==> src/rtl/coo_spmv_pkg.sv <==
// shared types and constants for the coo sparse matrix-vector multiply block
package coo_spmv_pkg;

	localparam int MAX_ROWS = 1024;
	localparam int MAX_COLS = 1024;
	localparam int ROW_W    = $clog2(MAX_ROWS);
	localparam int COL_W    = $clog2(MAX_COLS);
	localparam int SIZE_W   = 11;
	localparam int VAL_W    = 32;
	localparam int PROD_W   = 2 * VAL_W;
	localparam int FRAC_W   = 16;
	localparam int Y_W      = 48;
	localparam int CFG_W    = 32;
	localparam int ADDR_W   = 3;
	localparam int S_DATA_W = 56;
	localparam int M_DATA_W = 48;

	localparam logic [SIZE_W-1:0] RESET_ROWS = SIZE_W'(MAX_ROWS);
	localparam logic [SIZE_W-1:0] RESET_COLS = SIZE_W'(MAX_COLS);

	typedef enum logic [1:0] {
		ACT_LOAD_X = 2'd0,
		ACT_ACCUM  = 2'd1,
		ACT_READ_Y = 2'd2
	} action_t;

	typedef enum logic [1:0] {
		STS_OK    = 2'd0,
		STS_RANGE = 2'd1,
		STS_SAT   = 2'd2
	} status_t;

	typedef enum logic [2:0] {
		S_CLEAR,
		S_IDLE,
		S_READ,
		S_MUL,
		S_ACC,
		S_DONE
	} state_t;

	typedef enum logic {
		REG_NUM_ROWS = 1'b0,
		REG_NUM_COLS = 1'b1
	} reg_idx_t;

	typedef struct packed {
		logic load;
		logic x_wr;
		logic rd;
		logic mul;
		logic y_zero;
		logic y_acc;
		logic clr_wr;
		logic out_load;
	} cmd_t;

	typedef struct packed {
		logic [1:0] action;
		logic       row_ok;
		logic       col_ok;
		logic       clr_last;
		logic       out_busy;
	} sts_t;

endpackage

==> src/rtl/coo_spmv_ctrl.sv <==
// controller state machine: clearing pass, item sequencing and result hand-off
module coo_spmv_ctrl import coo_spmv_pkg::*; (
	input  logic clk,
	input  logic arst_n,
	input  logic s_tvalid,
	output logic s_tready,
	input  sts_t sts,
	output cmd_t cmd
);

	state_t state_q;
	state_t state_nxt;

	always_ff @(posedge clk or negedge arst_n) begin
		if (!arst_n) begin
			state_q <= S_CLEAR;
		end else begin
			state_q <= state_nxt;
		end
	end

	always_comb begin
		state_nxt = state_q;
		cmd       = '0;
		s_tready  = 1'b0;
		case (state_q)
			S_CLEAR: begin
				cmd.clr_wr = 1'b1;
				if (sts.clr_last) begin
					state_nxt = S_IDLE;
				end
			end
			S_IDLE: begin
				s_tready = 1'b1;
				if (s_tvalid) begin
					cmd.load  = 1'b1;
					state_nxt = S_READ;
				end
			end
			S_READ: begin
				state_nxt = S_DONE;
				case (sts.action)
					ACT_LOAD_X: begin
						cmd.x_wr = sts.col_ok;
					end
					ACT_ACCUM: begin
						if (sts.row_ok && sts.col_ok) begin
							cmd.rd    = 1'b1;
							state_nxt = S_MUL;
						end
					end
					ACT_READ_Y: begin
						if (sts.row_ok) begin
							cmd.rd    = 1'b1;
							state_nxt = S_MUL;
						end
					end
					default: begin
						state_nxt = S_DONE;
					end
				endcase
			end
			S_MUL: begin
				cmd.mul = 1'b1;
				if (sts.action == ACT_READ_Y) begin
					// read and clear: the entry is zeroed as soon as it is captured
					cmd.y_zero = 1'b1;
					state_nxt  = S_DONE;
				end else begin
					state_nxt = S_ACC;
				end
			end
			S_ACC: begin
				cmd.y_acc = 1'b1;
				state_nxt = S_DONE;
			end
			S_DONE: begin
				if (!sts.out_busy) begin
					cmd.out_load = 1'b1;
					state_nxt    = S_IDLE;
				end
			end
			default: begin
				state_nxt = S_IDLE;
			end
		endcase
	end

endmodule

==> config.mk <==
export PLATFORM = sky130hd
export DESIGN_NAME = coo_spmv_ctrl
export DESIGN_NICKNAME = d
export VERILOG_FILES = /design/src/rtl/coo_spmv_pkg.sv /design/src/rtl/coo_spmv_ctrl.sv
export SDC_FILE = /design/constraint.sdc
export NUM_CORES = 1
export LEC_CHECK = 0
export BUFFER_PORTS_ARGS = -buffer_cell sky130_fd_sc_hd__clkbuf_2
export CAP_MARGIN = 20
export CORE_AREA = 10 10 47 49
export CTS_BUF_LIST = sky130_fd_sc_hd__clkbuf_4 sky130_fd_sc_hd__clkbuf_8
export CTS_CLUSTER_SIZE = 40
export DETAILED_ROUTE_END_ITERATION = 10
export DIE_AREA = 0 0 57 59
export GPL_TIMING_DRIVEN = 0
export SLEW_MARGIN = 10
export SYNTH_ARGS = -nofsm -noshare
export SYNTH_HDL_FRONTEND = slang
export SYNTH_SLANG_ARGS = --single-unit
export TNS_END_PERCENT = 100
==> constraint.sdc <==
create_clock -name clk -period 1.03 [get_ports clk]
set_input_delay 0.1545 -clock clk [delete_from_list [all_inputs] [get_ports clk]]
set_output_delay 0.1545 -clock clk [all_outputs]
set_load 0.03 [all_outputs]
After elaboration in Yosys (flattened, before gate mapping)
Cells that the tools add are included.
{ "word_totals": {"ff_bits": 3, "latch_bits": 0, "ram_bits": 0, "rom_bits": 0, "inputBits": 9, "output_inout_bits": 9, "elab_cells": 37, "mem_count": 0} }
{ "classes": {"addsub": 0, "multipliers": 0, "div_mod_pow": 0, "magnitude_cmp": 0, "eq_ne": 10, "shift": 0, "muxes": 22, "bitwise": 0, "n_reduce_logical": 4} }
{ "ops": {"columns": ["operator", "n"], "rows": [
  ["3-bit one-hot mux with 6 select lines", 1],
  ["3-bit two-way mux", 5],
  ["1-bit two-way mux", 12],
  ["3-bit by 2-bit == test with 1-bit output, second input constant", 2],
  ["3-bit == test, second input constant", 2],
  ["2-bit inequality test, second input constant", 3],
  ["3-bit one-hot mux with 2 select lines", 1],
  ["2-bit two-way mux", 2],
  ["3-bit by 1-bit == test with 1-bit output, second input constant", 1],
  ["3-bit zero test", 1],
  ["3-bit AND reduction", 1],
  ["2-bit by 1-bit == test with 1-bit output, second input constant", 1],
  ["2-bit == test, second input constant", 1],
  ["2-bit zero test", 1],
  ["1-bit one-hot mux with 2 select lines", 1],
  ["1-bit logical AND", 1]
]} }

Depth between registers and ports, before layout
Gate-level depths: netlist of run 1.
{ "depth": {"depth_word": 4, "ltp_mapped": 5} }

Worst setup path before layout of run 1
OpenSTA, ideal clock, no wires.
{ "synth_timing": {"path_type": "register to output", "startpoint": "reg state_q[1]", "endpoint": "out cmd[7] (netlist name)", "t_arrival_ns": 1.686, "t_required_ns": 0.876, "slack_ns": -0.811, "stages_incl_launch_ff": 4, "path_buffers": 1, "cell_sequence": "dfrtp_1 > buf_6 > nor3b_1 > and2_1"} }
{ "synth_lines": {"columns": ["element", "line_no", "rtl"], "rows": [
  ["from (decl)", "coo_spmv_ctrl.sv:11", "state_t state_q;"],
  ["from (signal assigned)", "coo_spmv_ctrl.sv:18", "state_q <= state_nxt;"],
  ["to (decl)", "coo_spmv_ctrl.sv:8", "output cmd_t cmd"]
]} }

==> results of run 1 <==
[cell families after synthesis]
| kind of cell | count (synthesis) |
|---|---|
| AND/OR/NAND/NOR | 23 |
| AO/OA/AOI/OAI | 7 |
| flip-flops | 3 |
| buffers and inverters | 4 |
| adder cells (fa/ha/maj) | 3 |
[tightest hold or removal path, cell delays in order]
cell	delay [ns]
clkbuf_2	0.10
nand3b_1	0.08
a21oi_1	0.06
[worst max path at each step]
stage | start | slack (ns) | cells past startpoint | end
after global routing | state_q[0] | -0.44 | 4 | cmd[7]
after detailed placement | sts[4] | -0.31 | 6 | cmd[5]
after global placement | sts[4] | -0.31 | 6 | cmd[5]
after floorplan | state_q[1] | -0.25 | 3 | cmd[7]
after CTS | state_q[0] | -0.40 | 4 | cmd[7]
final | state_q[2] | -0.37 | 3 | cmd[5]
[power by group through the flow]
| stage | combinational (mW) | clock (mW) | sequential, mW |
|---|---|---|---|
| 3_5_place_dp | 0.790 | 0 | 0.247 |
| 2_1_floorplan | 0.624 | 0 | 0.228 |
| 6_report | 1.12 | 0.236 | 0.256 |
| 3_3_place_gp | 0.790 | 0 | 0.245 |
| 4_1_cts | 1.05 | 0.246 | 0.248 |
| 5_1_grt | 1.22 | 0.254 | 0.265 |
[through the flow]
step	total power, mW	setup WS (ns)	hold slack, ns	setup TNS [ns]
finish	1.61	-0.373	0.203	-3.26
global route	1.74	-0.438	0.209	-3.91
CTS	1.54	-0.398	0.200	-3.51
detailed placement	1.04	-0.314	-0.0450	-1.53
global placement	1.04	-0.310	-0.0498	-1.42
floorplan	0.852	-0.254	-0.141	-0.741
[cell usage after synthesis (all sizes together)]
cell	instances
and4	1
dfrtp	3
o21ai	2
nand2	1
and2	2
nand3b	1
buf	2
nor3	2
and3	1
and2b	2
nand2b	2
nor2b	4
inv	2
nand3	1
ha	3
nand4	1
or3	1
a21oi	3
nor3b	2
a21o	2
nor2	2
[routing by layer]
metal	share of wire (%)	up-vias	GRT usage (%)	wire, um
li1	-	191	-	-
met4	0	0	3.02	0
met2	50	14	11.0	525
met1	39	165	6.67	401
met3	11	0	4.08	114
met5	0	-	0	0
[area by class of cell]
type	count	area, um2
Sequential cell	3	76.3
Tap cell	16	20.0
Buffer	2	22.5
Timing Repair Buffer	23	220
Fill cell	137	744
Multi-Input combinational cell	33	280
Inverter	2	7.51
Clock buffer	4	30.0
[what timing repair did]
action,in CTS,in global routing
endpoints found under the setup margin,11,12
pin swaps,1,4
buffers inserted,4,1
hold buffers,1,0
endpoints found under the hold margin,3,0
resized for setup,19,8
[layout by cell type, fill, tap and decap left out]
cell type / instances
ha_1: 3
and4_4: 1
nand3_2: 1
dlygate4sd3_1: 1
nor2_4: 1
nand2b_1: 1
nor2b_4: 1
o21ai_0: 2
nor3b_1: 1
buf_4: 4
and2b_1: 2
inv_1: 2
a21oi_1: 3
buf_8: 4
or3_1: 1
nor2b_1: 3
buf_6: 3
clkbuf_8: 5
and3_4: 1
nor2_1: 1
nand3b_1: 1
nor3_2: 2
clkbuf_2: 8
nor3b_4: 1
a21o_1: 2
nand4_1: 1
nand2_1: 1
nand2b_4: 1
dfrtp_1: 2
clkbuf_4: 4
dfrtp_2: 1
and2_4: 2
==> reports/summary.txt, run 1 <==
Critical Path Fanout Max: 8
Row count: 14
Largest cells by area after synthesis: dfrtp_1, ha_1, nor2b_1
Adder-cell area share of the yosys netlist: 11.7%
P_int: 0.957 mW
Setup Skew: 0.00660 ns
Cell count after synthesis: 40
Biggest regs: state_q (3)
DRC: 0
Max_slew headroom: 83.4%
Failing checks: negative setup slack
Clock-pin slew on the worst setup and hold paths: 0.04 ns
Compound-cell area share of the yosys netlist: 12.5%
Leakage power total: 0.316 nW
Max FFs per register: 3
Peak VDD IR: 0.000829 V
Area growth from synthesis to layout: 105%
PwrDens: 2460 mW/mm2
HP Class: in -> reg
Tightest Pin Transition: 0.249 ns
Avg WL per Cell: 12.5 um
CTS Buf Count: 3
Post-Syn Area: 320 um2
Clk pwr share: 14.6%
Fin. Hold Viols: 0
Post-synth net total: 52
Non-Filler Instances: 83
Top-area cell type share of the netlist area: 23.4%
Placed cell areas: 473 um2
Die width: 57 um
Seq/Total Area, Yosys: 23.4%
Initial DRC count: 1
Simple-gate share of the synthesized area: 44.1%
Clk root buf: clkbuf_4
Total number of vias: 370
Synth area leader: dfrtp_1
Final cycle utilization of the critical path: 136%
Die Ht: 59 um
Vias/cell: 4.46
Placed cell count: 73
WS Path Type: reg -> out
Final core utilization: 46.9%
Fin crit period: 1.40 ns
Die ar.: 0.00336 mm2
Setup WS post-layout: -0.373 ns
Status: complete, but fails checks
XOR/XNOR Fraction of Synth Area: 0%
Post-synthesis mux area share: 0%
Final Max Slew Viols: 0
Worst flop-to-flop path endpoint: state_q[0]
Endpoint, Worst Hold: state_q[1]
RSZ-0062 raised after global routing: true
Final setup viols: 11
Count of input and output buffers: 17
HPWL after DPL: 792 um
Hold path startpoint: s_tvalid
Most flops, register: state_q
Final ANT Viol Nets: 0
Slowest-stage cell, CP: dfrtp_2
Initial core utilization: 22.9%
Arrival time worst endpoint: 1.25 ns
R2r startpoint: state_q[1]
Crit path buffers/inverters: 1
Comb pwr share: 69.5%
Clock buffer depth: 2
Critical Path End Type: primary output
Number of inserted diodes: 0
Synthesis Warnings: 0
Share of cells above drive strength 1: 59.7%
CP top delay family: flip-flops
Largest family of logic cells by synthesized area: simple AND/OR/NAND/NOR gates
Maximum Capacitance Violations: 0
CP Launch Type: flip-flop
First-pass GRT wire length: 1840 um
Net Switching: 0.657 mW
Core area: 0.00140 mm2
R2r worst-path depth: 4
Yosys cell types: 22
Switching Fraction: 40.7%
Tot GR Track Use: 6.71%
Register bit total from synthesis: 3
Top Ports: 18
WP data required: 0.88 ns
Routed WL: 1040 um
Crit path cell chain: nor2b_4 -> and4_4 -> buf_8
Initial antenna violation count: 0
Largest stage delay, worst path: 0.49 ns
First-pass DRT Iterations: 2
Hold Crit Depth: 3
H-tree depth: 1
Nets: 80
Vias in the first global route: 432
R2R Setup Slk: -0.21 ns
Clock Latency Late Sink: 0.24 ns
Largest net degree at the start of global routing: 9
Fin area: 657 um2
Sink Count: 3
Syn Area/Cell: 8.01 um2
GPL Wtd Cong: 0.781
CTS tree: yes
Remaining global-route overflow: 0
Flop pwr share: 15.8%
Max Freq: 0.713 GHz
No activity file was read; power rests on OpenSTA's default activity.
==> run 2, diff against run 1 <==
--- a/config.mk
+++ b/config.mk
@@ -6,9 +6,7 @@
 export NUM_CORES = 1
 export LEC_CHECK = 0
 export BUFFER_PORTS_ARGS = -buffer_cell sky130_fd_sc_hd__clkbuf_2
-export CAP_MARGIN = 20
 export CORE_AREA = 10 10 47 49
-export CTS_BUF_LIST = sky130_fd_sc_hd__clkbuf_4 sky130_fd_sc_hd__clkbuf_8
 export CTS_CLUSTER_SIZE = 40
 export DETAILED_ROUTE_END_ITERATION = 10
 export DIE_AREA = 0 0 57 59
==> run 2 against run 1 <==
  * Maximum frequency decreased by 0.36%
  * Clock skew increased by 0.00061 ns
  * The run still ends with negative setup slack left
  * Critical path type unchanged
  * Largest power group unchanged
  * Non-clock buffer count increased by 1
  * Combinational power increased by 5%
  * Die area unchanged
  * Register-to-register slack about the same
  * Wire length increased by 4.7%
  * Critical path depth unchanged
  * Sequential cell count unchanged
==> reports/summary.txt, run 2 (synthesis gave the netlist of run 1 again) <==
Status: complete, but fails checks
Failing checks: negative setup slack
Die ar.: 0.00336 mm2 (unchanged)
Largest net degree at the start of global routing: 9 (unchanged)
GPL Wtd Cong: 0.781 (unchanged)
Final Max Slew Viols: 0 (unchanged)
R2r startpoint: state_q[1]
Fillers: 139 (+1.5%)
Initial core utilization: 22.9% (unchanged)
Commonest non-fill, non-tap cells in the layout: clkbuf_2, buf_8, buf_4
H-tree depth: 1 (unchanged)
Share of cells above drive strength 1: 60.3% (+0.59 points)
HP Class: in -> reg
Maximum Capacitance Violations: 0 (unchanged)
Worst setup endpoint: cmd[5]
Max FFs per register: 3 (unchanged)
Fin crit period: 1.41 ns (+0.00510 ns)
Initial DRC count: 0 (-1)
PwrDens: 2460 mW/mm2 (+0.28%)
WP data required: 0.88 ns (about the same)
Fin area: 669 um2 (+1.9%)
P_int: 0.961 mW (+0.42%)
Final core utilization: 47.8% (+0.89 points)
Placed cell count: 73 (unchanged)
Critical path depth: 3 (unchanged)
Most flops, register: state_q
Clk root buf: clkbuf_4
Hold Crit Depth: 3 (unchanged)
Clock buffer depth: 2 (unchanged)
Setup TNS: -3.27 ns (-0.00960 ns)
R2R Setup Slk: -0.21 ns (about the same)
Fin. Hold Viols: 0 (unchanged)
Count of input and output buffers: 17 (unchanged)
Avg WL per Cell: 13.0 um (+3.5%)
Core area: 0.00140 mm2 (unchanged)
Largest stage delay, worst path: 0.49 ns (about the same)
Clk pwr share: 12.9% (-1.7 points)
Peak VDD IR: 0.000855 V (+3.2%)
Die Ht: 59 um (unchanged)
CP top delay family: flip-flops
Flop pwr share: 15.6% (-0.2 points)
Leakage power total: 0.317 nW (+0.52%)
Commonest non-fill, non-tap cell in the layout: clkbuf_2
Die width: 57 um (unchanged)
WS Path Type: reg -> out
Switching Fraction: 41.8% (+1.0 points)
CTS Buf Count: 3 (unchanged)
Final setup viols: 11 (unchanged)
Setup WS post-layout: -0.378 ns (-0.00510 ns)
Clock-pin slew on the worst setup and hold paths: 0.04 ns (about the same)
Tightest Pin Transition: 0.255 ns (+0.00558 ns)
DRC: 0 (unchanged)
First-pass GRT wire length: 1860 um (+1.1%)
Placed cell areas: 473 um2 (unchanged)
Total number of vias: 383 (+3.5%)
Number of inserted diodes: 0 (unchanged)
Sink Count: 3 (unchanged)
R2r worst-path depth: 4 (unchanged)
CP Launch Type: flip-flop
Clock Latency Late Sink: 0.24 ns (about the same)
Worst flop-to-flop path endpoint: state_q[0]
HPWL after DPL: 792 um (unchanged)
Max Freq: 0.710 GHz (-0.36%)
Nets: 81 (+1.3%)
Vias in the first global route: 432 (unchanged)
Routed WL: 1090 um (+4.7%)
Slowest-stage cell, CP: dfrtp_2
Vias/cell: 4.56 (+2.3%)
First-pass DRT Iterations: 1 (-1)
Initial antenna violation count: 0 (unchanged)
Final cycle utilization of the critical path: 137% (+0.50 points)
Arrival time worst endpoint: 1.25 ns (about the same)
Remaining global-route overflow: 0 (unchanged)
Crit path buffers/inverters: 1 (unchanged)
Biggest regs: state_q (3)
Tot GR Track Use: 6.79% (+0.087 points)
Row count: 14 (unchanged)
Critical Path Start: state_q[2]
Area growth from synthesis to layout: 109%
Setup Skew: 0.00721 ns (+0.000609 ns)
Net Switching: 0.689 mW (+4.8%)
Comb pwr share: 71.5% (+2.0 points)
Critical Path Fanout Max: 8 (unchanged)
RSZ-0062 raised after global routing: true
Final ANT Viol Nets: 0 (unchanged)
Top Ports: 18 (unchanged)
CTS tree: yes
Max_slew headroom: 83.0% (-0.37 points)
Non-Filler Instances: 84 (+1.2%)
Critical Path End Type: primary output
Crit path cell chain: nor2b_4 -> and4_4 -> buf_8
==> run 2: cell count changes in the layout (fill, tap and decap cells not counted) <==
| cell | previous run | this run |
|---|---|---|
| buf_8 | 4 | 5 |
| clkbuf_1 | 0 | 1 |
| nor2_4 | 1 | 2 |
| nor2_1 | 1 | 0 |
| buf_4 | 4 | 5 |
| clkbuf_8 | 5 | 4 |
| clkbuf_4 | 4 | 3 |
==> run 2: per-stage QoR <==
stage          hold WS (ns)  power, mW  worst slack (ns)
2_1_floorplan        -0.141      0.852            -0.254
3_3_place_gp        -0.0498       1.04            -0.310
3_5_place_dp        -0.0450       1.04            -0.314
4_1_cts               0.200       1.52            -0.398
5_1_grt               0.210       1.77            -0.437
6_report              0.206       1.65            -0.378
==> run 2: area by class of cell <==
| cell class | instances | area, um2 | area share (%) |
|---|---|---|---|
| plain buffers | 2 | 22.5 | 3.36 |
| repair buffers | 24 | 229 | 34.2 |
| well taps | 16 | 20.0 | 2.99 |
| flip-flops and latches | 3 | 76.3 | 11.4 |
| clock buffers | 4 | 26.3 | 3.93 |
| multi-input cells | 33 | 288 | 43.0 |
| inverters | 2 | 7.51 | 1.12 |
==> run 2: worst reg2reg max path, stage by stage (launching register included) <==
cell and delay [ns]:
dfrtp_1 0.38, buf_6 0.14, buf_6 0.11, or3_1 0.30
a21o_1 0.19
==> run 2: per-layer routing <==
metal | vias to the layer above | global-route usage [%] | wire length, um
met5 | - | 0 | 0
met4 | 0 | 3.02 | 10
li1 | 193 | - | -
met3 | 2 | 4.08 | 123
met1 | 168 | 6.79 | 420
met2 | 20 | 11.2 | 536
==> run 2: power by group through the flow <==
stage / Clock [mW] / Sequential [mW] / Combinational [mW]
3_3_place_gp: 0 / 0.245 / 0.790
6_report: 0.212 / 0.258 / 1.18
3_5_place_dp: 0 / 0.247 / 0.790
4_1_cts: 0.220 / 0.248 / 1.05
2_1_floorplan: 0 / 0.228 / 0.624
5_1_grt: 0.226 / 0.266 / 1.28
==> run 2: what timing repair did <==
action	in CTS	in global routing
pin swaps	1	3
buffers inserted	4	2
endpoints found under the hold margin	3	0
resized for setup	19	11
hold buffers	1	0
endpoints found under the setup margin	11	12
==> run 2: how the worst min path moves through the flow <==
stage,from,slack (ns),end
6_report,s_tvalid,0.21,state_q[1]
5_1_grt,s_tvalid,0.21,state_q[1]
4_1_cts,s_tvalid,0.20,state_q[1]
3_5_place_dp,arst_n,-0.04,state_q[1]
3_3_place_gp,arst_n,-0.05,state_q[0]
2_1_floorplan,arst_n,-0.14,state_q[0]
